<file path="config.mk">
export PLATFORM = sky130hd
export DESIGN_NAME = linear_scan_register_assigner
export DESIGN_NICKNAME = d
export VERILOG_FILES = /design/src/rtl/core/lsra_pkg.sv /design/src/rtl/core/linear_scan_register_assigner.sv /design/src/rtl/core/lsra_cell.sv
export SDC_FILE = /design/constraint.sdc
export NUM_CORES = 2
export LEC_CHECK = 0
export ABC_AREA = 1
export BUFFER_PORTS_ARGS = -buffer_cell sky130_fd_sc_hd__buf_2
export CORE_UTILIZATION = 55
export CTS_BUF_LIST = sky130_fd_sc_hd__clkbuf_4 sky130_fd_sc_hd__clkbuf_8
export CTS_CLUSTER_DIAMETER = 30
export DETAILED_ROUTE_END_ITERATION = 10
export PLACE_DENSITY_LB_ADDON = 0.2
export SYNTH_ARGS = -nofsm -noshare
export SYNTH_HDL_FRONTEND = slang
export SYNTH_SLANG_ARGS = --single-unit
export TNS_END_PERCENT = 10
</file>
<file path="constraint.sdc">
create_clock -name clock -period 10.4 [get_ports clock]
set_input_delay 1.56 -clock clock [delete_from_list [all_inputs] [get_ports clock]]
set_output_delay 1.56 -clock clock [all_outputs]
set_load 0.03 [all_outputs]
</file>
<file path="src/rtl/core/lsra_pkg.sv">
// Shared types and constants for the linear scan register assigner.
// Used by lsra_cell and linear_scan_register_assigner; depends on nothing.
`timescale 1ns / 1ps

package lsra_pkg;

   // Defaults for the top level parameters.
   localparam int NUM_SLOTS_DEF     = 12;
   localparam int MAX_VALUES_DEF    = 65536;
   localparam int POSITION_BITS_DEF = 24;

   // Fixed properties of the slot order and the item fields.
   localparam int GP_SLOTS       = 5;
   localparam int RESERVE_BITS   = 12;
   localparam int ID_BITS        = 16;
   localparam int SLOT_OUT_BITS  = 4;
   localparam int CLASS_BITS     = 2;
   localparam int SPILL_OUT_BITS = 16;

   localparam logic OP_ASSIGN = 1'b0;
   localparam logic OP_BEGIN  = 1'b1;

   localparam logic [CLASS_BITS-1:0] CLASS_GP = 2'd1;
   localparam logic [CLASS_BITS-1:0] CLASS_FP = 2'd2;

   typedef enum logic [1:0] {
      ST_IDLE,
      ST_SCAN,
      ST_DONE
   } lsra_state_type;

   // Control flags of the scan token as it walks the row of cells.
   typedef struct packed {
      logic tok;
      logic found;
      logic vic_valid;
   } lsra_flags_type;

   // Request attributes broadcast to every cell.
   typedef struct packed {
      logic [CLASS_BITS-1:0] value_class;
      logic                  call_live;
   } lsra_req_type;

endpackage

</file>
<file path="src/rtl/core/linear_scan_register_assigner.sv">
// Linear scan register assigner: top level with the request latch, the
// decision and the result register. Depends on lsra_pkg and lsra_cell.
`timescale 1ns / 1ps

// An assign item passes through these steps before the next item can be
// accepted: the launch register starts the scan token, the token walks the
// row of slot cells through one register per slot, one cell per cycle, and
// the end of the scan commits the choice and loads the result register. A
// begin item clears the table and the spill counter and gives no result. The
// result register lets the next item be accepted while a result still waits;
// a scan only stalls at its end if the previous result has not yet been taken.
module linear_scan_register_assigner #(
   parameter int NUM_SLOTS     = lsra_pkg::NUM_SLOTS_DEF,
   parameter int MAX_VALUES    = lsra_pkg::MAX_VALUES_DEF,
   parameter int POSITION_BITS = lsra_pkg::POSITION_BITS_DEF
) (
   input  logic                                 clock,
   input  logic                                 reset,
   input  logic                                 csr_valid,
   output logic                                 csr_ready,
   input  logic [lsra_pkg::RESERVE_BITS-1:0]    csr_wdata,
   input  logic                                 req_valid,
   output logic                                 req_ready,
   input  logic                                 req_op,
   input  logic [lsra_pkg::ID_BITS-1:0]         req_value_id,
   input  logic [POSITION_BITS-1:0]             req_interval_start,
   input  logic [POSITION_BITS-1:0]             req_interval_end,
   input  logic [lsra_pkg::CLASS_BITS-1:0]      req_value_class,
   input  logic                                 req_call_live,
   output logic                                 rsp_valid,
   input  logic                                 rsp_ready,
   output logic                                 rsp_in_register,
   output logic [lsra_pkg::SLOT_OUT_BITS-1:0]   rsp_assigned_slot,
   output logic [lsra_pkg::SPILL_OUT_BITS-1:0]  rsp_stack_slot,
   output logic                                 rsp_victim_spilled,
   output logic [lsra_pkg::ID_BITS-1:0]         rsp_victim_id
);
   import lsra_pkg::*;

   localparam int SLOT_W = $clog2(NUM_SLOTS);
   localparam int CNT_W  = $clog2(MAX_VALUES + 1);
   localparam logic [CNT_W-1:0] CNT_MAX = CNT_W'(MAX_VALUES);

   lsra_state_type              state_ff, state_in;
   logic [RESERVE_BITS-1:0]     reserved_ff;
   logic [CNT_W-1:0]            cnt_ff, cnt_in;
   logic                        launch_ff, launch_in;

   lsra_req_type                req_ff;
   logic [ID_BITS-1:0]          id_ff;
   logic [POSITION_BITS-1:0]    start_ff;
   logic [POSITION_BITS-1:0]    end_ff;

   logic                        rsp_valid_ff, rsp_valid_in;
   logic                        in_reg_ff, in_reg_in;
   logic [SLOT_OUT_BITS-1:0]    slot_ff, slot_in;
   logic [SPILL_OUT_BITS-1:0]   spill_ff, spill_in;
   logic                        vic_sp_ff, vic_sp_in;
   logic [ID_BITS-1:0]          vic_id_ff, vic_id_in;

   logic                        accept;
   logic                        clear;
   logic                        finish;
   logic                        out_free;
   logic                        load_rsp;
   logic                        commit_en;
   logic [SLOT_W-1:0]           commit_idx;
   logic                        take_spill;

   lsra_flags_type              flags_c  [NUM_SLOTS+1];
   logic [SLOT_W-1:0]           chosen_c [NUM_SLOTS+1];
   logic [SLOT_W-1:0]           vidx_c   [NUM_SLOTS+1];
   logic [POSITION_BITS-1:0]    vend_c   [NUM_SLOTS+1];
   logic [ID_BITS-1:0]          vown_c   [NUM_SLOTS+1];
   logic [NUM_SLOTS-1:0]        res_bit;

   lsra_flags_type              last_flags;

   // The scan token enters the first cell with nothing found yet.
   assign flags_c[0]  = '{tok: launch_ff, found: 1'b0, vic_valid: 1'b0};
   assign chosen_c[0] = '0;
   assign vidx_c[0]   = '0;
   assign vend_c[0]   = '0;
   assign vown_c[0]   = '0;

   genvar gi;
   generate
      for (gi = 0; gi < NUM_SLOTS; gi++) begin : g_cell
         if (gi < RESERVE_BITS) begin : g_res
            assign res_bit[gi] = reserved_ff[gi];
         end else begin : g_nores
            assign res_bit[gi] = 1'b0;
         end

         lsra_cell #(
            .INDEX  (gi),
            .SLOT_W (SLOT_W),
            .POS_W  (POSITION_BITS)
         ) u_cell (
            .clock       (clock),
            .reset       (reset),
            .clear       (clear),
            .commit_en   (commit_en),
            .commit_idx  (commit_idx),
            .commit_id   (id_ff),
            .commit_end  (end_ff),
            .req         (req_ff),
            .start       (start_ff),
            .reserved    (res_bit[gi]),
            .flags_i     (flags_c[gi]),
            .chosen_i    (chosen_c[gi]),
            .vic_idx_i   (vidx_c[gi]),
            .vic_end_i   (vend_c[gi]),
            .vic_owner_i (vown_c[gi]),
            .flags_o     (flags_c[gi+1]),
            .chosen_o    (chosen_c[gi+1]),
            .vic_idx_o   (vidx_c[gi+1]),
            .vic_end_o   (vend_c[gi+1]),
            .vic_owner_o (vown_c[gi+1])
         );
      end
   endgenerate

   assign last_flags = flags_c[NUM_SLOTS];
   assign csr_ready  = 1'b1;
   assign req_ready  = (state_ff == ST_IDLE);
   assign accept     = req_valid && req_ready;
   assign clear      = accept && (req_op == OP_BEGIN);
   assign out_free   = !rsp_valid_ff || rsp_ready;

   always_comb begin
      state_in     = state_ff;
      launch_in    = 1'b0;
      cnt_in       = cnt_ff;
      rsp_valid_in = rsp_valid_ff && !rsp_ready;
      in_reg_in    = in_reg_ff;
      slot_in      = slot_ff;
      spill_in     = spill_ff;
      vic_sp_in    = vic_sp_ff;
      vic_id_in    = vic_id_ff;
      commit_en    = 1'b0;
      commit_idx   = chosen_c[NUM_SLOTS];
      take_spill   = 1'b0;

      finish   = ((state_ff == ST_SCAN) && last_flags.tok) || (state_ff == ST_DONE);
      load_rsp = finish && out_free;

      case (state_ff)
         ST_IDLE: begin
            if (accept && (req_op == OP_ASSIGN)) begin
               launch_in = 1'b1;
               state_in  = ST_SCAN;
            end
         end
         ST_SCAN: begin
            if (finish) begin
               state_in = load_rsp ? ST_IDLE : ST_DONE;
            end
         end
         ST_DONE: begin
            if (load_rsp) begin
               state_in = ST_IDLE;
            end
         end
         default: begin
            state_in = ST_IDLE;
         end
      endcase

      if (load_rsp) begin
         rsp_valid_in = 1'b1;
         in_reg_in    = 1'b0;
         slot_in      = '0;
         spill_in     = '0;
         vic_sp_in    = 1'b0;
         vic_id_in    = '0;
         if (last_flags.found) begin
            in_reg_in = 1'b1;
            slot_in   = SLOT_OUT_BITS'(chosen_c[NUM_SLOTS]);
            commit_en = 1'b1;
         end else if (last_flags.vic_valid && (vend_c[NUM_SLOTS] > end_ff)) begin
            // The busy owner that lives longest gives up its slot.
            in_reg_in  = 1'b1;
            slot_in    = SLOT_OUT_BITS'(vidx_c[NUM_SLOTS]);
            commit_idx = vidx_c[NUM_SLOTS];
            commit_en  = 1'b1;
            vic_sp_in  = 1'b1;
            vic_id_in  = vown_c[NUM_SLOTS];
            spill_in   = SPILL_OUT_BITS'(cnt_ff);
            take_spill = 1'b1;
         end else begin
            spill_in   = SPILL_OUT_BITS'(cnt_ff);
            take_spill = 1'b1;
         end
      end

      if (clear) begin
         cnt_in = '0;
      end else if (take_spill && (cnt_ff != CNT_MAX)) begin
         cnt_in = cnt_ff + CNT_W'(1);
      end
   end

   always_ff @(posedge clock) begin
      if (reset) begin
         state_ff     <= ST_IDLE;
         launch_ff    <= 1'b0;
         cnt_ff       <= '0;
         reserved_ff  <= '0;
         rsp_valid_ff <= 1'b0;
      end else begin
         state_ff     <= state_in;
         launch_ff    <= launch_in;
         cnt_ff       <= cnt_in;
         rsp_valid_ff <= rsp_valid_in;
         if (csr_valid && csr_ready) begin
            reserved_ff <= csr_wdata;
         end
      end
   end

   always_ff @(posedge clock) begin
      if (accept && (req_op == OP_ASSIGN)) begin
         req_ff.value_class <= req_value_class;
         req_ff.call_live   <= req_call_live;
         id_ff              <= req_value_id;
         start_ff           <= req_interval_start;
         end_ff             <= req_interval_end;
      end
      in_reg_ff <= in_reg_in;
      slot_ff   <= slot_in;
      spill_ff  <= spill_in;
      vic_sp_ff <= vic_sp_in;
      vic_id_ff <= vic_id_in;
   end

   assign rsp_valid          = rsp_valid_ff;
   assign rsp_in_register    = in_reg_ff;
   assign rsp_assigned_slot  = slot_ff;
   assign rsp_stack_slot     = spill_ff;
   assign rsp_victim_spilled = vic_sp_ff;
   assign rsp_victim_id      = vic_id_ff;

   a_commit_at_end: assert property (@(posedge clock) disable iff (reset)
      commit_en |-> ((state_ff == ST_DONE) || ((state_ff == ST_SCAN) && last_flags.tok)))
      else $error("slot committed outside the end of a scan");

   a_cnt_bound: assert property (@(posedge clock) disable iff (reset)
      cnt_ff <= CNT_MAX)
      else $error("spill counter beyond its ceiling");

   a_launch_scan: assert property (@(posedge clock) disable iff (reset)
      launch_ff |-> (state_ff == ST_SCAN))
      else $error("scan token launched while not scanning");

   a_done_delivers: assert property (@(posedge clock) disable iff (reset)
      ((state_ff == ST_DONE) && !rsp_valid_ff) |=> (rsp_valid_ff && (state_ff == ST_IDLE)))
      else $error("finished scan did not produce its result");

endmodule

</file>
<file path="src/rtl/core/lsra_cell.sv">
// One register slot of the assigner: busy flag, owner id and end position.
// Depends on lsra_pkg; instantiated in a row by linear_scan_register_assigner.
`timescale 1ns / 1ps

module lsra_cell #(
   parameter int INDEX  = 0,
   parameter int SLOT_W = 4,
   parameter int POS_W  = 24
) (
   input  logic                            clock,
   input  logic                            reset,
   input  logic                            clear,
   input  logic                            commit_en,
   input  logic [SLOT_W-1:0]               commit_idx,
   input  logic [lsra_pkg::ID_BITS-1:0]    commit_id,
   input  logic [POS_W-1:0]                commit_end,
   input  lsra_pkg::lsra_req_type          req,
   input  logic [POS_W-1:0]                start,
   input  logic                            reserved,
   input  lsra_pkg::lsra_flags_type        flags_i,
   input  logic [SLOT_W-1:0]               chosen_i,
   input  logic [SLOT_W-1:0]               vic_idx_i,
   input  logic [POS_W-1:0]                vic_end_i,
   input  logic [lsra_pkg::ID_BITS-1:0]    vic_owner_i,
   output lsra_pkg::lsra_flags_type        flags_o,
   output logic [SLOT_W-1:0]               chosen_o,
   output logic [SLOT_W-1:0]               vic_idx_o,
   output logic [POS_W-1:0]                vic_end_o,
   output logic [lsra_pkg::ID_BITS-1:0]    vic_owner_o
);
   import lsra_pkg::*;

   localparam logic              IS_GP  = (INDEX < GP_SLOTS);
   localparam logic [SLOT_W-1:0] MY_IDX = SLOT_W'(INDEX);

   logic                 busy_ff;
   logic [ID_BITS-1:0]   owner_ff;
   logic [POS_W-1:0]     end_ff;

   lsra_flags_type       flags_ff, flags_in;
   logic [SLOT_W-1:0]    chosen_ff, chosen_in;
   logic [SLOT_W-1:0]    vic_idx_ff, vic_idx_in;
   logic [POS_W-1:0]     vic_end_ff, vic_end_in;
   logic [ID_BITS-1:0]   vic_owner_ff, vic_owner_in;

   logic                 eff_busy;
   logic                 allowed;
   logic                 hit;

   always_comb begin
      // A slot whose owner ended before the new start is free again.
      eff_busy = busy_ff && !(end_ff < start);

      if (reserved) begin
         allowed = 1'b0;
      end else if (req.value_class == CLASS_GP) begin
         allowed = IS_GP;
      end else if (req.value_class == CLASS_FP) begin
         allowed = !IS_GP && !req.call_live;
      end else begin
         allowed = 1'b0;
      end

      flags_in     = flags_i;
      chosen_in    = chosen_i;
      vic_idx_in   = vic_idx_i;
      vic_end_in   = vic_end_i;
      vic_owner_in = vic_owner_i;

      if (!flags_i.found && allowed && !eff_busy) begin
         flags_in.found = 1'b1;
         chosen_in      = MY_IDX;
      end else if (!flags_i.found && allowed && eff_busy &&
                   (!flags_i.vic_valid || end_ff > vic_end_i)) begin
         // Strictly later end only, so the earliest slot wins a tie.
         flags_in.vic_valid = 1'b1;
         vic_idx_in         = MY_IDX;
         vic_end_in         = end_ff;
         vic_owner_in       = owner_ff;
      end

      hit = commit_en && (commit_idx == MY_IDX);
   end

   always_ff @(posedge clock) begin
      if (reset) begin
         busy_ff  <= 1'b0;
         flags_ff <= '0;
      end else begin
         if (clear) begin
            busy_ff <= 1'b0;
         end else if (hit) begin
            busy_ff <= 1'b1;
         end else if (flags_i.tok) begin
            busy_ff <= eff_busy;
         end
         flags_ff.tok <= flags_i.tok;
         if (flags_i.tok) begin
            flags_ff.found     <= flags_in.found;
            flags_ff.vic_valid <= flags_in.vic_valid;
         end
      end
   end

   always_ff @(posedge clock) begin
      if (hit) begin
         owner_ff <= commit_id;
         end_ff   <= commit_end;
      end
      if (flags_i.tok) begin
         chosen_ff    <= chosen_in;
         vic_idx_ff   <= vic_idx_in;
         vic_end_ff   <= vic_end_in;
         vic_owner_ff <= vic_owner_in;
      end
   end

   assign flags_o     = flags_ff;
   assign chosen_o    = chosen_ff;
   assign vic_idx_o   = vic_idx_ff;
   assign vic_end_o   = vic_end_ff;
   assign vic_owner_o = vic_owner_ff;

endmodule
</file>
[Yosys cells after proc, flatten, opt, wreduce, memory -nomap -nowiden]
Index checks and enable logic that the tools add are counted.
Storage, ports and cells
  flip-flop bits (word level): 1223
  output and inout bits: 41
  word-level logic and storage cells: 497
Cells by class
  add/subtract/negate cells: 1
  order comparisons: 24
  equal/unequal tests: 19
  multiplexer cells: 157
  bitwise gates (word level): 4
  reductions and logical operators: 159
Operator list (number)
  24-bit 2-to-1 mux: 22
  16-bit 2-to-1 mux: 22
  24-bit > comparator: 12
  24-bit < comparator: 12
  4-bit 2-to-1 mux: 25
  1-bit 2-to-1 mux: 83
  1-bit logical AND: 78
  1-bit logical NOT: 49
  2-bit nonzero test: 12
  17-bit by 1-bit adder with 17-bit output, second input constant: 1
  17-bit != test, second input constant: 1
  4-bit by 3-bit equality test with 1-bit output, second input constant: 4
  4-bit equality test, second input constant: 4
  1-bit logical OR: 13
  4-bit by 2-bit equality test with 1-bit output, second input constant: 2
  2-bit 2-to-1 mux: 4
  2-bit OR reduction: 4
  2-bit case mux with 3 select lines: 1
  2-bit by 1-bit equality test with 1-bit output, second input constant: 2
  2-bit equality test, second input constant: 2
  4-bit by 1-bit equality test with 1-bit output, second input constant: 1
  4-bit logical NOT: 1
  2-bit != test, second input constant: 2
  1-bit inverter: 4
  3 further kinds: 3

[Longest topological paths before layout]
  depth in word-level cells: 9
  depth in mapped cells: 19
  depth with buffers taken out: 19

[Hierarchy]
Synthesis repeated with hierarchy kept, for this count alone.
Second synthesis, totals
  cells, all modules: 6273
  area total of the unflattened synthesis: 63357.0 µm²
By module, submodules not included
  lsra_cell at g_cell[10].u_cell ...: times used 4, cells each 481, area an instance 4809.6 µm², seq. area each 2722.6 µm²
  lsra_cell at g_cell[1].u_cell ...: times used 2, cells each 474, area an instance 4773.3 µm², seq. area each 2722.6 µm²
  linear_scan_register_assigner: times used 1, cells each 542, area an instance 5815.6 µm², seq. area each 3813.7 µm²
  lsra_cell at g_cell[8].u_cell: times used 1, cells each 481, area an instance 4807.1 µm², seq. area each 2722.6 µm²
  lsra_cell at g_cell[11].u_cell: times used 1, cells each 479, area an instance 4805.9 µm², seq. area each 2722.6 µm²
  lsra_cell at g_cell[7].u_cell: times used 1, cells each 478, area an instance 4805.9 µm², seq. area each 2722.6 µm²
  lsra_cell at g_cell[0].u_cell: times used 1, cells each 475, area an instance 4784.6 µm², seq. area each 2722.6 µm²
  lsra_cell at g_cell[3].u_cell: times used 1, cells each 473, area an instance 4784.6 µm², seq. area each 2722.6 µm²
  lsra_cell at g_cell[4].u_cell: times used 1, cells each 473, area an instance 4768.3 µm², seq. area each 2722.6 µm²

[Least setup slack after synthesis]
OpenSTA, ideal clock, no wires.
  kind: input port to flip-flop
  start: input port req_valid
  end: register state_ff[0]
  setup time: 75 ps
  arrival: 4896 ps
  required time: 10325 ps
  path slack: 5430 ps
  cell stages on the path: 4
  buffers on the path: 0
  cells stage by stage: nand2_1 > nor2_1 > inv_1 > a21oi_1
Between the ends
  cells in the longest elaborated chain, start to end: 4
RTL lines
  from (decl): line linear_scan_register_assigner.sv:22  | input logic req_valid,
  1-bit logical AND: line linear_scan_register_assigner.sv:127  | assign accept = req_valid && req_ready;
  1-bit logical AND: line linear_scan_register_assigner.sv:150  | if (accept && (req_op == OP_ASSIGN)) begin
  2-bit by 1-bit != test with 1-bit output (no line)
  3-bit AND reduction (no line)
  to (signal assigned): line linear_scan_register_assigner.sv:212  | state_ff <= state_in;
  to (decl): line linear_scan_register_assigner.sv:44  | lsra_state_type state_ff, state_in;
No other way between the ends.
A chain may end at the register's enable or synchronous reset.

[Worst setup path in the final report]
  start: register start_ff[23]
  end: register g_cell[2].u_cell.vic_owner_ff[7], data pin
Between the ends
  cells in the longest elaborated chain, start to end: 7
RTL lines
  from (decl): line linear_scan_register_assigner.sv:51  | logic [POSITION_BITS-1:0] start_ff;
  from (signal assigned): line linear_scan_register_assigner.sv:227  | start_ff <= req_interval_start;
  24-bit < comparator (*): line lsra_cell.sv:52  | eff_busy = busy_ff && !(end_ff < start);
  1-bit logical NOT (*): line lsra_cell.sv:52
  1-bit logical AND (*): line lsra_cell.sv:52
  1-bit logical AND (2 in series): line lsra_cell.sv:73  | end else if (!flags_i.found && allowed && eff_busy &&
  16-bit 2-to-1 mux: line lsra_cell.sv:73
  16-bit 2-to-1 mux (*): line lsra_cell.sv:70  | if (!flags_i.found && allowed && !eff_busy) begin
  via g_cell[2].u_cell.vic_owner_in[7]: line lsra_cell.sv:44  | logic [ID_BITS-1:0] vic_owner_ff, vic_owner_in;
  to (signal assigned): line lsra_cell.sv:114  | vic_owner_ff <= vic_owner_in;
  to (decl): line lsra_cell.sv:44
The timed path passes the listed nets; every way through them passes the cells marked *.

==> impl_metrics.csv <==
group,metric,value,unit
global_routing,grt_overflow,0,
setup_path,end_kind,"flip-flop",
detailed_routing,via_per_inst,5.40,
synth,synth_area,58000,µm²
synth,ys_ff_latch,1212,
finish,final_layout_size_suffix_gt1_frac,0.118,
setup_path,cp.required,11.03,ns
detailed_routing,drt-wirelength-per-cell,18.5,µm
timing,rsz0062_at_grt,"false",
clock_tree,post_cts_buffers,0,
placed_design,dp.final_hpwl,99.1,mm
die,start_util,0.557,
global_routing,grt_pass1_vias,38073,
global_routing,grtUsageMet2,0.408,
timing,clock_skew,0.0432,ns
setup_path,arrival,4.99,ns
detailed_routing,drt_iter0_markers,2780,
clock_tree,cts_max_level,4,
synth,ys_types,47,
synth,postSynthAreaPerCell,11.0,µm²
clock_tree,cts.path.max_buffers,3,
timing,finalCritPeriodShare,0.420,
die,core.rowCount,118,
pwr,powerDensity,164,nW/µm²
pwr,irDropWorstVdd,0.179,mV
finish,final.fill_count,8149,
global_routing,grt_usage,0.249,
synth,yosysWarnings,0,
pwr,power,0.0108,W
die,die_area,107000,µm²
setup_path,startpoint_type,"flip-flop",
finish,final_net_count,6186,
timing,finalHoldViolations,0,
die,fp.dieW,327,µm
global_routing,antenna_found_initial,5,
placed_design,portBuffers,124,
clock_tree,postCtsHoldBufs,0,
synth,synth_nets,5918,
detailed_routing,drt-pass1-iter-count,8,
die,num_io_pins,126,
timing,maxSlewViolCount,0,
global_routing,grt_first_pass_wirelength,206,mm
clock_tree,clock_sinks,1212,
clock_tree,cts_tree,"yes",
detailed_routing,via_count,38435,
placed_design,dp.cells,6677,
clock_tree,cts_inserted_buffers,236,
global_routing,busiest_layer,"met2",
finish,multi_input_area,19500,µm²
timing,slew_headroom,0.117,
detailed_routing,antenna_left,0,
clock_tree,cts_resized,0,
global_routing,grt_util_met3,0.0415,
global_routing,grt_max_degree,52,
job,maxCapViolCount,0,
global_routing,use_met1,0.329,
run_status,status,"finished, final reports clean",
pwr,p_leak,27.9,nW
synth,synthCells,5267,
placed_design,place.gp.congestion,0.905,
clock_tree,root_buffer,"clkbuf_8",
detailed_routing,drt_wl_total,132,mm
detailed_routing,drc,0,
clock_tree,clock_latency,0.90,ns
die,core,104000,µm²
setup_path,crit_type,"flip-flop to flip-flop",
min_path,hold_class,"flip-flop to flip-flop",
finish,area_growth,12.8,%
timing,setup_tns,0,ns
synth,yosysSeqAreaShare,0.613,
timing,worst_pin_slew,1.32,ns
clock_tree,clk_pin_slew,0.06,ns
finish,layout.cells.non_filler,7124,
timing,max_freq,229,MHz
finish,regArea,35600,µm²
die,die_height,327,µm
setup_path,worst-path-max-fanout,41,
timing,setup_viol,0,
timing,min_period,4.36,ns
-- final timing paths --
| kind | cells after the start | to | slack, ns | from |
|---|---|---|---|---|
| max | 12 | g_cell[2].u_cell.vic_owner_o[7] | 6.04 | start_ff[23] |
| max reg2reg | 12 | g_cell[2].u_cell.vic_owner_o[7] | 6.04 | start_ff[23] |
| min | 2 | cnt_ff[16] | 0.49 | cnt_ff[16] |
| min reg2reg | 2 | cnt_ff[16] | 0.49 | cnt_ff[16] |
-- area by class of cell --
cell class              instances  share of cell area
clock inverters               145              0.0231
repair buffers                179              0.0158
multi-input cells            3303               0.298
diodes                          3            0.000115
flip-flops and latches       1212               0.544
well taps                    1380              0.0264
clock buffers                 299              0.0583
inverters                     603              0.0346
-- registers in the layout, indices dropped and copies added (netlist names), 33 cells and up --
name	cells
g_cell.u_cell.vic_owner_o	192
g_cell.u_cell.vic_end_o	288
g_cell.u_cell.chosen_o	33
g_cell.u_cell.vic_idx_o	33
g_cell.u_cell.owner_ff	192
g_cell.u_cell.flags_o	36
g_cell.u_cell.end_ff	288
-- synthesized netlist by cell type (all sizes together) --
cell type / number / share of area
nand3: 482 / 0.042
o221a: 1 / 0.00019
o211ai: 28 / 0.0036
o21a: 38 / 0.0049
o21bai: 1 / 0.00013
o2111ai: 1 / 0.00015
a22o: 2 / 0.00030
o21ai: 142 / 0.012
nor3: 72 / 0.0063
xor2: 3 / 0.00045
a21oi: 339 / 0.030
a31oi: 2 / 0.00022
nor3b: 1 / 0.00013
inv: 603 / 0.039
o22ai: 1 / 0.00011
conb: 1 / 0.000065
nor4: 10 / 0.0011
a21boi: 5 / 0.00065
or2: 6 / 0.00065
ha: 566 / 0.12
nor2: 208 / 0.015
nand2: 1314 / 0.086
edfxtp: 1131 / 0.59
a41oi: 1 / 0.00015
clkbuf: 51 / 0.0033
dfxtp: 81 / 0.028
buf: 98 / 0.0088
o221ai: 23 / 0.0035
a21o: 2 / 0.00026
a221oi: 2 / 0.00030
nand4: 52 / 0.0059
-- metrics by stage --
step                       util  instance area (µm²)  setup WS [ns]  hold slack (ns)
after global routing      0.629                65500           5.75            0.512
after floorplan               -                58000           5.43            0.457
final                     0.629                65500           6.04            0.488
after CTS                 0.629                65400           5.93            0.488
after global placement    0.578                60100           5.94            0.472
after detailed placement  0.578                60100           5.85            0.478
-- logic make-up after synthesis --
| group | share of synthesized area |
|---|---|
| XOR/XNOR | 0.000453 |
| other | 0.0000646 |
| AO/OA/AOI/OAI | 0.0569 |
| buffers and inverters | 0.0512 |
| adder cells (fa/ha/maj) | 0.122 |
| flip-flops | 0.613 |
| AND/OR/NAND/NOR | 0.156 |
-- critical path, cell delays in order (launching register included) --
cell and delay [ns]:
edfxtp_1 0.35, inv_1 0.54, ha_1 0.29, nand4_1 0.13, nor3_1 0.48, a21oi_1 0.23, nand2_1 0.21, nand3_1 0.14
inv_2 0.56, nand2_1 0.54, buf_4 0.40, nand2_1 0.11, nand2_1 0.07
-- metal layers --
layer,share of wire,vias up
li1,-,18962
met1,0.44,18062
met2,0.47,1140
met3,0.055,269
met4,0.037,2
met5,0.0012,-
-- layout by cell type, fill, tap and decap left out, types with 4 or more instances in the layout --
cell type   instances
o211ai_1           28
clkinv_4           17
nand3_1           477
nor4_1             10
inv_1             587
nor3_1             71
bufinv_16          26
nand2_2             7
nor2_4              5
dfxtp_2            12
nand2_1          1305
inv_6               8
o21ai_0           122
a21oi_2            11
a21boi_0            5
clkbuf_8          251
buf_2             124
ha_1              566
o21a_1             38
a21oi_1           328
o21ai_2             4
inv_2              13
o221ai_1           23
nor2_2             12
dfxtp_1            69
clkinv_2           48
edfxtp_1         1131
nor2_1            190
buf_4              55
clkinvlp_4         18
o21ai_1            16
nand3_2             5
clkbuf_4           48
or2_2               6
clkinv_1           27
nand4_1            51
-- where the power goes --
part / internal (W) / switching (W) / total [W]
Combinational: 0.0000709 / 0.000150 / 0.000221
Clock: 0.00309 / 0.00209 / 0.00517
Sequential: 0.00532 / 0.0000479 / 0.00537
Note: power is estimated with default switching activity, not from simulation.
